$ cat config.mk
export PLATFORM = sky130hd
export DESIGN_NAME = fsk_sliding_dft_demodulator
export DESIGN_NICKNAME = d
export VERILOG_FILES = /design/src/sv/fsksd_pkg.sv /design/src/sv/fsksd_front.sv /design/src/sv/fsksd_queue.sv /design/src/sv/fsksd_lane.sv /design/src/sv/fsksd_back.sv /design/src/sv/fsk_sliding_dft_demodulator.sv
export SDC_FILE = /design/constraint.sdc
export NUM_CORES = 2
export LEC_CHECK = 0
export ABC_AREA = 1
export ABC_CLOCK_PERIOD_IN_PS = 13200
export BUFFER_PORTS_ARGS = -buffer_cell sky130_fd_sc_hd__buf_2
export CAP_MARGIN = 20
export CORE_MARGIN = 2
export CORE_UTILIZATION = 65
export DETAILED_ROUTE_END_ITERATION = 12
export MAX_ROUTING_LAYER = met4
export PLACE_DENSITY_LB_ADDON = 0.08
export SYNTH_ARGS = -nofsm -noshare
export SYNTH_HDL_FRONTEND = slang
export SYNTH_SLANG_ARGS = --single-unit
$ cat constraint.sdc
create_clock -name aclk -period 13.2 [get_ports aclk]
set_clock_uncertainty 0.15 [all_clocks]
set_input_delay 2.64 -clock aclk [delete_from_list [all_inputs] [get_ports aclk]]
set_output_delay 2.64 -clock aclk [all_outputs]
set_load 0.03 [all_outputs]
$ cat src/sv/fsksd_pkg.sv
package fsksd_pkg;

    localparam int WINDOW_LEN      = 24;
    localparam int COEF_SCALE_BITS = 12;
    localparam int POS_W           = $clog2(WINDOW_LEN);
    localparam int SAMPLE_W        = 16;
    localparam int DIFF_W          = SAMPLE_W + 1;
    localparam int COEF_W          = COEF_SCALE_BITS + 2;
    localparam int ACC_W           = 34;
    localparam int SQ_PART_W       = ACC_W / 2;
    localparam int MUL_W           = SQ_PART_W + 1;
    localparam int PROD_W          = 2 * MUL_W;
    localparam int ENERGY_W        = 2 * ACC_W;
    localparam int WORD_W          = 32;
    localparam int OFFSET_W        = 5;
    localparam int CNT_W           = 6;
    localparam int OUT_DATA_W      = 40;
    localparam int STEP_W          = 4;

    // Phase advance per sample for the two bins.
    localparam int SPACE_BIN = 3;
    localparam int MARK_BIN  = 4;
    localparam int COS_SHIFT = WINDOW_LEN / 4;

    // Back-end sequencer steps. Each product step names the product formed in that
    // cycle; the product registered in the previous step is consumed alongside.
    localparam logic [STEP_W-1:0] ST_COS    = 4'd0;
    localparam logic [STEP_W-1:0] ST_SIN    = 4'd1;
    localparam logic [STEP_W-1:0] ST_RE_HH  = 4'd2;
    localparam logic [STEP_W-1:0] ST_RE_HL  = 4'd3;
    localparam logic [STEP_W-1:0] ST_RE_LL  = 4'd4;
    localparam logic [STEP_W-1:0] ST_IM_HH  = 4'd5;
    localparam logic [STEP_W-1:0] ST_IM_HL  = 4'd6;
    localparam logic [STEP_W-1:0] ST_IM_LL  = 4'd7;
    localparam logic [STEP_W-1:0] ST_TAIL   = 4'd8;
    localparam logic [STEP_W-1:0] ST_DECIDE = 4'd9;

    typedef struct packed {
        logic signed [DIFF_W-1:0] diff;
        logic [POS_W-1:0]         ph_space;
        logic [POS_W-1:0]         ph_mark;
        logic                     last;
    } item_t;

    typedef struct packed {
        logic              active;
        logic [STEP_W-1:0] step;
    } lane_ctl_t;

    // sin(k * 15 deg) for k = 0..6 in Q30, rounded to the coefficient scale.
    function automatic logic signed [COEF_W-1:0] quarter_coef(input logic [2:0] k);
        logic [63:0] q30;
        logic [63:0] v;
        case (k)
            3'd0:    q30 = 64'd0;
            3'd1:    q30 = 64'd277904834;
            3'd2:    q30 = 64'd536870912;
            3'd3:    q30 = 64'd759250125;
            3'd4:    q30 = 64'd929887697;
            3'd5:    q30 = 64'd1037154959;
            default: q30 = 64'd1073741824;
        endcase
        v = (q30 + (64'd1 << (29 - COEF_SCALE_BITS))) >> (30 - COEF_SCALE_BITS);
        return COEF_W'(v);
    endfunction

    // Rounded sine of n * 15 deg for n in 0..23.
    function automatic logic signed [COEF_W-1:0] sin24(input logic [POS_W-1:0] n);
        logic [POS_W-1:0] m;
        logic             neg;
        if (n <= POS_W'(6)) begin
            m   = n;
            neg = 1'b0;
        end else if (n <= POS_W'(12)) begin
            m   = POS_W'(12) - n;
            neg = 1'b0;
        end else if (n <= POS_W'(18)) begin
            m   = n - POS_W'(12);
            neg = 1'b1;
        end else begin
            m   = POS_W'(WINDOW_LEN) - n;
            neg = 1'b1;
        end
        return neg ? -quarter_coef(m[2:0]) : quarter_coef(m[2:0]);
    endfunction

endpackage

$ cat src/sv/fsksd_front.sv
module fsksd_front
    import fsksd_pkg::*;
(
    input  logic                aclk,
    input  logic                aresetn,
    input  logic                s_axis_tvalid,
    output logic                s_axis_tready,
    input  logic [SAMPLE_W-1:0] s_axis_tdata,
    input  logic                s_axis_tlast,
    input  logic                queue_full,
    output logic                push_valid,
    output item_t               push_item
);

    logic signed [SAMPLE_W-1:0] hist_reg [WINDOW_LEN];
    logic [POS_W-1:0]           pos_reg;
    logic [POS_W-1:0]           pos_next;
    logic [POS_W-1:0]           ph_space_reg;
    logic [POS_W-1:0]           ph_space_next;
    logic [POS_W-1:0]           ph_mark_reg;
    logic [POS_W-1:0]           ph_mark_next;
    logic [POS_W:0]             space_sum;
    logic [POS_W:0]             mark_sum;
    logic                       accept;

    assign s_axis_tready = !queue_full;
    assign accept        = s_axis_tvalid && s_axis_tready;

    always_comb begin
        pos_next  = (pos_reg == POS_W'(WINDOW_LEN - 1)) ? '0 : pos_reg + POS_W'(1);
        space_sum = {1'b0, ph_space_reg} + (POS_W + 1)'(SPACE_BIN);
        mark_sum  = {1'b0, ph_mark_reg} + (POS_W + 1)'(MARK_BIN);
        ph_space_next = (space_sum >= (POS_W + 1)'(WINDOW_LEN)) ?
                        POS_W'(space_sum - (POS_W + 1)'(WINDOW_LEN)) : POS_W'(space_sum);
        ph_mark_next  = (mark_sum >= (POS_W + 1)'(WINDOW_LEN)) ?
                        POS_W'(mark_sum - (POS_W + 1)'(WINDOW_LEN)) : POS_W'(mark_sum);
    end

    // The queue entry carries the window difference and the phases of the
    // ring position that the sample advances to.
    always_comb begin
        push_valid         = accept;
        push_item.diff     = DIFF_W'(signed'(s_axis_tdata)) - DIFF_W'(hist_reg[pos_reg]);
        push_item.ph_space = ph_space_next;
        push_item.ph_mark  = ph_mark_next;
        push_item.last     = s_axis_tlast;
    end

    always_ff @(posedge aclk) begin
        if (!aresetn) begin
            pos_reg      <= '0;
            ph_space_reg <= '0;
            ph_mark_reg  <= '0;
            for (int i = 0; i < WINDOW_LEN; i++) begin
                hist_reg[i] <= '0;
            end
        end else if (accept) begin
            hist_reg[pos_reg] <= signed'(s_axis_tdata);
            pos_reg           <= pos_next;
            ph_space_reg      <= ph_space_next;
            ph_mark_reg       <= ph_mark_next;
        end
    end

endmodule

$ cat src/sv/fsksd_queue.sv
module fsksd_queue
    import fsksd_pkg::*;
(
    input  logic  aclk,
    input  logic  aresetn,
    input  logic  push_valid,
    input  item_t push_item,
    output logic  full,
    input  logic  pop,
    output logic  empty,
    output item_t pop_item
);

    item_t      mem_reg [2];
    logic       wr_ptr_reg;
    logic       rd_ptr_reg;
    logic [1:0] count_reg;
    logic       do_push;
    logic       do_pop;

    assign full     = (count_reg == 2'd2);
    assign empty    = (count_reg == 2'd0);
    assign do_push  = push_valid && !full;
    assign do_pop   = pop && !empty;
    assign pop_item = mem_reg[rd_ptr_reg];

    always_ff @(posedge aclk) begin
        if (do_push) begin
            mem_reg[wr_ptr_reg] <= push_item;
        end
    end

    always_ff @(posedge aclk) begin
        if (!aresetn) begin
            wr_ptr_reg <= 1'b0;
            rd_ptr_reg <= 1'b0;
            count_reg  <= 2'd0;
        end else begin
            if (do_push) begin
                wr_ptr_reg <= !wr_ptr_reg;
            end
            if (do_pop) begin
                rd_ptr_reg <= !rd_ptr_reg;
            end
            if (do_push && !do_pop) begin
                count_reg <= count_reg + 2'd1;
            end else if (do_pop && !do_push) begin
                count_reg <= count_reg - 2'd1;
            end
        end
    end

endmodule

$ cat src/sv/fsksd_lane.sv
module fsksd_lane
    import fsksd_pkg::*;
(
    input  logic                     aclk,
    input  logic                     aresetn,
    input  lane_ctl_t                ctl,
    input  logic signed [DIFF_W-1:0] diff,
    input  logic [POS_W-1:0]         phase,
    output logic [ENERGY_W-1:0]      energy
);

    logic signed [ACC_W-1:0]   re_acc_reg;
    logic signed [ACC_W-1:0]   im_acc_reg;
    logic [ENERGY_W-1:0]       energy_reg;
    logic signed [PROD_W-1:0]  prod_reg;
    logic signed [MUL_W-1:0]   op_a;
    logic signed [MUL_W-1:0]   op_b;
    logic [POS_W:0]            cos_sum;
    logic [POS_W-1:0]          cos_idx;
    logic signed [ACC_W-1:0]   mag_src;
    logic [ACC_W-1:0]          mag;
    logic [SQ_PART_W-1:0]      mag_hi;
    logic [SQ_PART_W-1:0]      mag_lo;
    logic [ENERGY_W-1:0]       sq_term;

    assign energy = energy_reg;

    always_comb begin
        cos_sum = {1'b0, phase} + (POS_W + 1)'(COS_SHIFT);
        cos_idx = (cos_sum >= (POS_W + 1)'(WINDOW_LEN)) ?
                  POS_W'(cos_sum - (POS_W + 1)'(WINDOW_LEN)) : POS_W'(cos_sum);
    end

    // The magnitude of an accumulator is squared as two halves:
    // m^2 = hi^2 * 2^(2P) + 2 * hi * lo * 2^P + lo^2.
    always_comb begin
        mag_src = (ctl.step <= ST_RE_LL) ? re_acc_reg : im_acc_reg;
        mag     = mag_src[ACC_W-1] ? ACC_W'(-mag_src) : ACC_W'(mag_src);
        mag_hi  = mag[ACC_W-1:SQ_PART_W];
        mag_lo  = mag[SQ_PART_W-1:0];
    end

    always_comb begin
        op_a = '0;
        op_b = '0;
        unique case (ctl.step)
            ST_COS: begin
                op_a = MUL_W'(diff);
                op_b = MUL_W'(sin24(cos_idx));
            end
            ST_SIN: begin
                op_a = MUL_W'(diff);
                op_b = MUL_W'(sin24(phase));
            end
            ST_RE_HH, ST_IM_HH: begin
                op_a = signed'({1'b0, mag_hi});
                op_b = signed'({1'b0, mag_hi});
            end
            ST_RE_HL, ST_IM_HL: begin
                op_a = signed'({1'b0, mag_hi});
                op_b = signed'({1'b0, mag_lo});
            end
            ST_RE_LL, ST_IM_LL: begin
                op_a = signed'({1'b0, mag_lo});
                op_b = signed'({1'b0, mag_lo});
            end
            default: begin
                op_a = '0;
                op_b = '0;
            end
        endcase
    end

    assign sq_term = ENERGY_W'(prod_reg[2*SQ_PART_W-1:0]);

    always_ff @(posedge aclk) begin
        if (ctl.active) begin
            prod_reg <= op_a * op_b;
        end
    end

    always_ff @(posedge aclk) begin
        if (ctl.active) begin
            unique case (ctl.step)
                ST_RE_HL, ST_IM_HL: energy_reg <= (ctl.step == ST_RE_HL ? '0 : energy_reg)
                                                  + (sq_term << (2 * SQ_PART_W));
                ST_RE_LL, ST_IM_LL: energy_reg <= energy_reg + (sq_term << (SQ_PART_W + 1));
                ST_IM_HH, ST_TAIL:  energy_reg <= energy_reg + sq_term;
                default:            energy_reg <= energy_reg;
            endcase
        end
    end

    always_ff @(posedge aclk) begin
        if (!aresetn) begin
            re_acc_reg <= '0;
            im_acc_reg <= '0;
        end else if (ctl.active) begin
            if (ctl.step == ST_SIN) begin
                re_acc_reg <= re_acc_reg + prod_reg[ACC_W-1:0];
            end
            if (ctl.step == ST_RE_HH) begin
                im_acc_reg <= im_acc_reg + prod_reg[ACC_W-1:0];
            end
        end
    end

endmodule

$ cat src/sv/fsksd_back.sv
module fsksd_back
    import fsksd_pkg::*;
(
    input  logic                  aclk,
    input  logic                  aresetn,
    input  logic                  cfg_valid,
    output logic                  cfg_ready,
    input  logic [OFFSET_W-1:0]   cfg_data,
    input  logic                  queue_empty,
    input  item_t                 pop_item,
    output logic                  pop,
    output lane_ctl_t             ctl,
    output item_t                 cur_item,
    input  logic [ENERGY_W-1:0]   space_energy,
    input  logic [ENERGY_W-1:0]   mark_energy,
    output logic                  m_axis_tvalid,
    input  logic                  m_axis_tready,
    output logic [OUT_DATA_W-1:0] m_axis_tdata,
    output logic                  m_axis_tuser
);

    logic                  active_reg;
    logic [STEP_W-1:0]     step_reg;
    item_t                 item_reg;
    logic [OFFSET_W-1:0]   offset_reg;
    logic                  run_start_reg;
    logic [CNT_W-1:0]      rem_reg;
    logic [WORD_W-1:0]     word_reg;
    logic                  out_valid_reg;
    logic [OUT_DATA_W-1:0] out_data_reg;
    logic                  out_user_reg;

    logic                  finish;
    logic                  bit_val;
    logic [CNT_W-1:0]      rem_start;
    logic [CNT_W-1:0]      rem_after;
    logic [WORD_W-1:0]     word_start;
    logic [WORD_W-1:0]     word_after;
    logic                  word_full;
    logic                  word_valid;
    logic [WORD_W-1:0]     word_out;
    logic                  run_start_next;
    logic [CNT_W-1:0]      rem_next;
    logic [WORD_W-1:0]     word_next;

    assign cfg_ready     = 1'b1;
    assign pop           = !active_reg && !queue_empty;
    assign ctl.active    = active_reg;
    assign ctl.step      = step_reg;
    assign cur_item      = item_reg;
    assign finish        = active_reg && (step_reg == ST_DECIDE)
                           && (!out_valid_reg || m_axis_tready);
    assign m_axis_tvalid = out_valid_reg;
    assign m_axis_tdata  = out_data_reg;
    assign m_axis_tuser  = out_user_reg;

    // Bit decision and word packing. The offset is applied at the first
    // sample of a run; a flushed partial word is left-aligned.
    always_comb begin
        bit_val    = (mark_energy >= space_energy);
        rem_start  = run_start_reg ? (CNT_W'(WORD_W) - CNT_W'(offset_reg)) : rem_reg;
        word_start = run_start_reg ? '0 : word_reg;
        word_after = {word_start[WORD_W-2:0], bit_val};
        rem_after  = rem_start - CNT_W'(1);
        word_full  = (rem_after == '0);
        word_valid = word_full || item_reg.last;
        word_out   = word_full ? word_after : (word_after << rem_after);
        if (item_reg.last) begin
            run_start_next = 1'b1;
            rem_next       = CNT_W'(WORD_W);
            word_next      = '0;
        end else begin
            run_start_next = 1'b0;
            rem_next       = word_full ? CNT_W'(WORD_W) : rem_after;
            word_next      = word_after;
        end
    end

    always_ff @(posedge aclk) begin
        if (pop) begin
            item_reg <= pop_item;
        end
        if (finish) begin
            out_data_reg <= OUT_DATA_W'({(word_valid ? word_out : {WORD_W{1'b0}}), bit_val});
            out_user_reg <= word_valid;
            rem_reg      <= rem_next;
            word_reg     <= word_next;
        end
    end

    always_ff @(posedge aclk) begin
        if (!aresetn) begin
            active_reg    <= 1'b0;
            step_reg      <= ST_COS;
            offset_reg    <= '0;
            run_start_reg <= 1'b1;
            out_valid_reg <= 1'b0;
        end else begin
            if (cfg_valid && cfg_ready) begin
                offset_reg <= cfg_data;
            end
            if (pop) begin
                active_reg <= 1'b1;
                step_reg   <= ST_COS;
            end else if (finish) begin
                active_reg <= 1'b0;
            end else if (active_reg && step_reg != ST_DECIDE) begin
                step_reg <= step_reg + STEP_W'(1);
            end
            if (finish) begin
                run_start_reg <= run_start_next;
                out_valid_reg <= 1'b1;
            end else if (m_axis_tready) begin
                out_valid_reg <= 1'b0;
            end
        end
    end

endmodule

$ cat src/sv/fsk_sliding_dft_demodulator.sv
// An accepted sample passes through the queue, the item register and the steps ST_COS to ST_DECIDE.
// The back end works on one sample at a time, set by each tone lane's single shared multiplier,
// which forms two coefficient products and six partial squares per sample.
// A two-entry queue lets the input take samples while a result waits at the output.
// Reset (aresetn low, synchronous) clears the history, accumulators and offset and restarts packing;
// the block is ready in the first cycle after reset, with no clearing pass.
module fsk_sliding_dft_demodulator
    import fsksd_pkg::*;
(
    input  logic                  aclk,
    input  logic                  aresetn,
    input  logic                  s_axis_tvalid,
    output logic                  s_axis_tready,
    input  logic [SAMPLE_W-1:0]   s_axis_tdata,   // [15:0] sample
    input  logic                  s_axis_tlast,   // last_sample
    output logic                  m_axis_tvalid,
    input  logic                  m_axis_tready,
    output logic [OUT_DATA_W-1:0] m_axis_tdata,   // [0] decided_bit, [32:1] packed_word
    output logic                  m_axis_tuser,   // [0] word_valid
    input  logic                  cfg_valid,
    output logic                  cfg_ready,
    input  logic [OFFSET_W-1:0]   cfg_data        // bit_offset
);

    logic                push_valid;
    item_t               push_item;
    logic                queue_full;
    logic                queue_empty;
    logic                pop;
    item_t               pop_item;
    item_t               cur_item;
    lane_ctl_t           ctl;
    logic [ENERGY_W-1:0] space_energy;
    logic [ENERGY_W-1:0] mark_energy;

    fsksd_front u_front (
        .aclk          (aclk),
        .aresetn       (aresetn),
        .s_axis_tvalid (s_axis_tvalid),
        .s_axis_tready (s_axis_tready),
        .s_axis_tdata  (s_axis_tdata),
        .s_axis_tlast  (s_axis_tlast),
        .queue_full    (queue_full),
        .push_valid    (push_valid),
        .push_item     (push_item)
    );

    fsksd_queue u_queue (
        .aclk       (aclk),
        .aresetn    (aresetn),
        .push_valid (push_valid),
        .push_item  (push_item),
        .full       (queue_full),
        .pop        (pop),
        .empty      (queue_empty),
        .pop_item   (pop_item)
    );

    fsksd_lane u_space_lane (
        .aclk    (aclk),
        .aresetn (aresetn),
        .ctl     (ctl),
        .diff    (cur_item.diff),
        .phase   (cur_item.ph_space),
        .energy  (space_energy)
    );

    fsksd_lane u_mark_lane (
        .aclk    (aclk),
        .aresetn (aresetn),
        .ctl     (ctl),
        .diff    (cur_item.diff),
        .phase   (cur_item.ph_mark),
        .energy  (mark_energy)
    );

    fsksd_back u_back (
        .aclk          (aclk),
        .aresetn       (aresetn),
        .cfg_valid     (cfg_valid),
        .cfg_ready     (cfg_ready),
        .cfg_data      (cfg_data),
        .queue_empty   (queue_empty),
        .pop_item      (pop_item),
        .pop           (pop),
        .ctl           (ctl),
        .cur_item      (cur_item),
        .space_energy  (space_energy),
        .mark_energy   (mark_energy),
        .m_axis_tvalid (m_axis_tvalid),
        .m_axis_tready (m_axis_tready),
        .m_axis_tdata  (m_axis_tdata),
        .m_axis_tuser  (m_axis_tuser)
    );

endmodule

Yosys cells after proc, flatten, opt, wreduce, memory -nomap -nowiden
Memory sizes are Yosys's and may differ from the RTL's. A register that Yosys moved wholly into a read port is not among the register bits.
Index checks and enable logic that the tools add are counted.

storage, ports and cells
  logic and storage cells = 250
  bits of input ports = 27
  memories kept = 2
  RAM bits = 440
  register bits = 442

cells by class
  add/subtract/negate cells = 47
  shifts and indexed selects = 1
  $lt $le $gt $ge = 18
  $mul = 2
  eq/ne operators = 32
  reduce and logical (&&, ||, !) cells = 44
  multiplexer cells = 78
  bitwise logic cells = 2

memories
  name              words  width  rd ports  clocked after memory_dff  wr ports  line               RTL
  u_front.hist_reg  24     16     1         1                         24        fsksd_front.sv:15  logic signed [SAMPLE_W-1:0] hist_reg [WINDOW_LEN];
  u_queue.mem_reg   2      28     1         1                         1         fsksd_queue.sv:14  item_t mem_reg [2];

operators with widths
  kind                                                                    number
  31-bit case mux with 6 select lines                                     4
  68-bit case mux with 3 select lines                                     2
  32-bit two-way mux                                                      5
  18-bit case mux with 4 select lines                                     2
  34-bit adder                                                            4
  68-bit by 34-bit adder with 68-bit output                               2
  68-bit by 52-bit adder with 68-bit output                               2
  68-bit adder                                                            2
  34-bit two-way mux                                                      4
  68-bit two-way mux                                                      2
  32-bit by 18-bit adder with 32-bit output (second input constant)       4
  18-bit case mux with 3 select lines                                     2
  68-bit >= comparator                                                    1
  18-bit by 18-bit multiplier with 34-bit output                          2
  34-bit negation                                                         2
  14-bit two-way mux                                                      4
  14-bit negation                                                         4
  3-bit two-way mux                                                       16
  5-bit two-way mux                                                       8
  32-bit by 6-bit << shifter with 32-bit output                           1
  31-bit two-way mux                                                      1
  3-bit by 2-bit == test with 1-bit output (second input constant)        8
  3-bit == test (second input constant)                                   8
  6-bit by 5-bit >= comparator with 1-bit output (second input constant)  4
  43 further kinds                                                        130

Longest topological paths before layout
  depth after elaboration = 16
  mapped depth = 53
  depth with buffers taken out = 50

Modules after synthesis
From an unflattened synthesis, not the netlist that was laid out.

unflattened totals
  cells, all modules = 12698
  area total of the unflattened synthesis = 97662.4 µm²

by module, submodules not included
  module                     area an instance (µm²)  seq. area each (µm²)  cells an instance  instances
  fsksd_lane (u_mark_lane)   31654.1                 4424.2                4509               1
  fsksd_lane (u_space_lane)  31632.8                 4424.2                4531               1
  fsksd_front                24161.9                 15735.1               2520               1
  fsksd_back                 7845.0                  3213.1                1013               1
  fsksd_queue                2368.5                  1781.7                125                1

Worst setup path after synthesis
Ideal clock, no wire load.

  path type = in2reg
  from = input m_axis_tready
  to = register u_back.out_data_reg[0], in the netlist u_back.m_axis_tdata[0], enable pin
  cell stages on the path = 2
  library setup time = 0.591 ns
  arrival = 7.606 ns
  slack = 4.853 ns
  cell sequence = nor2_1 -> nor3_1

on the way
  cells in the longest elaborated chain, start to end = 2

RTL lines
  what                  line                               RTL
  start, declared       fsk_sliding_dft_demodulator.sv:17  input logic m_axis_tready,
  1-bit logical OR      fsksd_back.sv:52                   && (!out_valid_reg || m_axis_tready);
  1-bit logical AND     fsksd_back.sv:52
  via u_back.finish     fsksd_back.sv:33                   logic finish;
  end signal, assigned  fsksd_back.sv:84                   out_data_reg <= OUT_DATA_W'({(word_valid ? word_out : {WORD_W{1'b0}}), bit_val});
  end, declared         fsksd_back.sv:30                   logic [OUT_DATA_W-1:0] out_data_reg;

The timed path passes the listed nets, and every way through them passes these cells.
A chain may end at the register's enable or synchronous reset.

Final worst setup path
  from = register, netlist name u_back.cur_item[7]
  to = register u_space_lane.prod_reg[30] (data pin)

on the way
  cells in the longest elaborated chain, start to end = 16
  elaborated cells between the ends (all ways) = 54
  those cells by class = add/sub (12); mul (1); order compare (7); eq/ne (10); mux (22); reduce/logical (2)

RTL lines
  what                                                                                       line                                RTL
  5-bit by 3-bit adder with 6-bit output                                                     fsksd_lane.sv:29                    cos_sum = {1'b0, phase} + (POS_W + 1)'(COS_SHIFT);
  5-bit subtractor / 6-bit by 5-bit >= comparator with 1-bit output (equally long branches)  fsksd_lane.sv:31, fsksd_lane.sv:30
  5-bit two-way mux                                                                          fsksd_lane.sv:30                    cos_idx = (cos_sum >= (POS_W + 1)'(WINDOW_LEN)) ?
  5-bit less-or-equal comparator, or another cell as far along                               fsksd_pkg.sv:77                     end else if (n <= POS_W'(18)) begin
  3-bit two-way mux                                                                          fsksd_pkg.sv:77
  3-bit two-way mux                                                                          fsksd_pkg.sv:74                     end else if (n <= POS_W'(12)) begin
  3-bit two-way mux                                                                          fsksd_pkg.sv:71                     if (n <= POS_W'(6)) begin
  3-bit two-way mux                                                                          fsksd_lane.sv:46                    unique case (ctl.step)
  3-bit == test, or another cell as far along                                                fsksd_pkg.sv:54                     case (k)
  31-bit case mux with 6 select lines                                                        fsksd_pkg.sv:54
  32-bit two-way mux                                                                         fsksd_lane.sv:46
  32-bit by 18-bit adder with 32-bit output                                                  fsksd_pkg.sv:63                     v = (q30 + (64'd1 << (29 - COEF_SCALE_BITS))) >> (30 - COEF_SCALE_BITS);
  14-bit negation                                                                            fsksd_pkg.sv:84                     return neg ? -quarter_coef(m[2:0]) : quarter_coef(m[2:0]);
  14-bit two-way mux                                                                         fsksd_pkg.sv:84
  18-bit case mux with 4 select lines *                                                      fsksd_lane.sv:46
  18-bit by 18-bit multiplier with 34-bit output *                                           fsksd_lane.sv:78                    prod_reg <= op_a * op_b;
  end signal, assigned                                                                       fsksd_lane.sv:78
  end, declared                                                                              fsksd_lane.sv:15                    logic signed [PROD_W-1:0] prod_reg;

Mark *: on every way between the ends. The rest lies on a longest branch, timed or not. The select of a mux whose other input is x is not followed.

==> out/results.tsv <==
metric	value	unit
fin cells	14100	
Remaining DRCs	0	
H-tree Lvls	3	
Area contributors post-synth	edfxtp_1 (27%), fa_1 (13%), nand2_1 (8.6%)	
number of global-route vias before repair	87000	
WS Path Type	flop to flop	
Final ANT Viol Nets	0	
outcome	finished, final reports clean	
Seq/Total Area, Yosys	0.306	
EDFF count, synth	865	
post-synth top area share	0.271	
max reg flops	512	
die height	388	µm
Final Critical Period	11150	ps
#FFs+latches synth	1035	
final hold violations	0	
DRT Wirelength	353	mm
Hold Slack	310	ps
Min-Delay Startpoint	u_mark_lane.im_acc_reg[33]$_SDFFE_PN0P_	
initial antenna violation count	20	
Tcrit/Tclk final	0.844	
global-route wire length before repair	524	mm
Clock transition at path regs	70	ps
CTS buffer count	112	
Die Width	388	µm
final setup fails	0	
Root Driver	clkbuf_16	
Yosys warning count	0	
starting density of the core	0.653	
placed wire-length estimate	264	mm
# rows	141	
Routability Congestion	1.12	
CTS sink count	1035	
number of setup buffers added after CTS	0	
Slew @ Worst Pin	1170	ps
# resized after CTS	0	
CP Launch Type	flop	
reg2reg start	u_back.cur_item[7]$_DFFE_PP_	
Post-synth top cells	nand2_1 (2192), inv_1 (2016), nor2_1 (1504), o21ai_0 (950), edfxtp_1 (865)	
Required @ worst endpoint	13550	ps
core outline area	147000	µm²
io pins	71	
synthesized area	96000	µm²
TritonCTS clock tree	done	
grt ovf	0	
Max-slew headroom	0.216	
hold-fix buffers at CTS	0	
Max clock buf depth	3	
Worst R2R Path Depth	36	
Post-synth top flop	edfxtp_1	
Synth area leader	edfxtp_1	
R2R Setup Slk	2050	ps
Placement Cell Area	97800	µm²
design area	102000	µm²
vias per cell	6.41	
RSZ-0062 raised after global routing	no	
DR vias	90500	
share of layout cells above drive strength 1	0.0505	
Pins Over Slew Limit	0	
Max FO, Critical Path	15	
top-count cell post-synth	nand2_1	
slowest cell on the critical path	nand3_1	
syn avg cell area	7.86	µm²
port bufs	62	
largest net degree at the start of global routing	163	
worst r2r dst	u_space_lane.prod_reg[30]$_DFFE_PP_	
crit path capture type	flop	
setup_tns	0	ps
Worst EP arrival	11490	ps
Hold Path Cell Cnt	1	
post-placement cell count	13900	
Synth async-reset ratio	0	
fmax	89.7	MHz
synth unique cells	82	
synthesis-to-finish area growth	5.79	%
Avg WL per Cell	25.0	µm
most used cell, CP	nand2_1	
post-layout net count	13400	
max-cap violation count	0	
Iteration-0 DRC Markers	13400	
drt first pass iters	7	
Hold Path End	u_mark_lane.im_acc_reg[33]$_SDFFE_PN0P_	
Die Area	151000	µm²
Tot GR Track Use	0.472	
Post-Syn Instances	12200	
HP Class	flop to flop	
clock latency on the worst-skew pair	800	ps
crit-path max cell delay	870	ps
-- worst max-delay path, delay by kind of cell (launching register included) --
family          cells  cell delay, ps
compound gates      9            2380
xor+xnor            1             160
fa+ha+maj           8            3200
buf+inv             7            1920
flops               1             520
simple gates       11            2510
-- metrics by stage --
stage / worst slack (ps) / utilization
global placement: 2780 / 0.664
global route: 1790 / 0.690
finish: 2050 / 0.690
CTS: 2460 / 0.690
floorplan: 4850 / -
detailed placement: 2590 / 0.665
-- routing by layer --
metal  GRT usage  up-vias  routed length (µm)
li1            -    39800                   -
met1       0.583    42300              126000
met2       0.703     6947              153000
met3       0.136     1511               49800
met4       0.252        0               24200
met5           -        -                   0
-- cells by family after synthesis --
logic type | count (synthesis) | share of synthesized area
multiplexers | 3 | 0.000313
other | 2 | 0.0000782
buffers and inverters | 2484 | 0.101
XOR/XNOR | 337 | 0.0309
AO/OA/AOI/OAI | 2431 | 0.145
flip-flops | 1035 | 0.306
adder cells (fa/ha/maj) | 1270 | 0.216
AND/OR/NAND/NOR | 4655 | 0.202
-- final cells by class --
type / instances / area, µm²
clock inverters: 63 / 681
multi-input cells: 8704 / 57100
well taps: 1930 / 2410
flip-flops and latches: 1035 / 29400
inverters: 2068 / 7770
clock buffers: 144 / 2990
repair buffers: 163 / 1140
fillers: 11500 / 45500
diodes: 25 / 62.6
-- worst max-delay path by stage --
stage               cells after the start                          from  slack, ps                                   to
CTS                                    33  u_back.cur_item[7]$_DFFE_PP_       2460  u_space_lane.prod_reg[30]$_DFFE_PP_
floorplan                               2                 m_axis_tready       4850     u_back.m_axis_tdata[0]$_DFFE_PP_
detailed placement                     33  u_back.cur_item[7]$_DFFE_PP_       2590  u_space_lane.prod_reg[30]$_DFFE_PP_
global placement                       35  u_back.cur_item[7]$_DFFE_PP_       2780  u_space_lane.prod_reg[32]$_DFFE_PP_
finish                                 36  u_back.cur_item[7]$_DFFE_PP_       2050  u_space_lane.prod_reg[30]$_DFFE_PP_
global route                           37  u_back.cur_item[7]$_DFFE_PP_       1790  u_space_lane.prod_reg[30]$_DFFE_PP_
-- layout by cell type (no fill, tap or decap), types with 93 or more instances in the layout --
cell,synthesis,layout
nand3_1,497,497
dfxtp_1,170,166
xor2_1,221,220
clkbuf_16,0,112
nand4_1,93,93
ha_1,629,629
o21ai_0,950,949
nor3_1,112,109
edfxtp_1,865,865
fa_1,641,641
o221ai_1,125,125
inv_1,2016,2013
a21oi_1,850,846
buf_4,24,97
nand2_1,2192,2191
nor2_1,1504,1496
xnor2_1,114,114
Power is left out: the tool's default activity adds up to more than one toggle a clock period on the data nets, which glitch-free logic cannot reach.
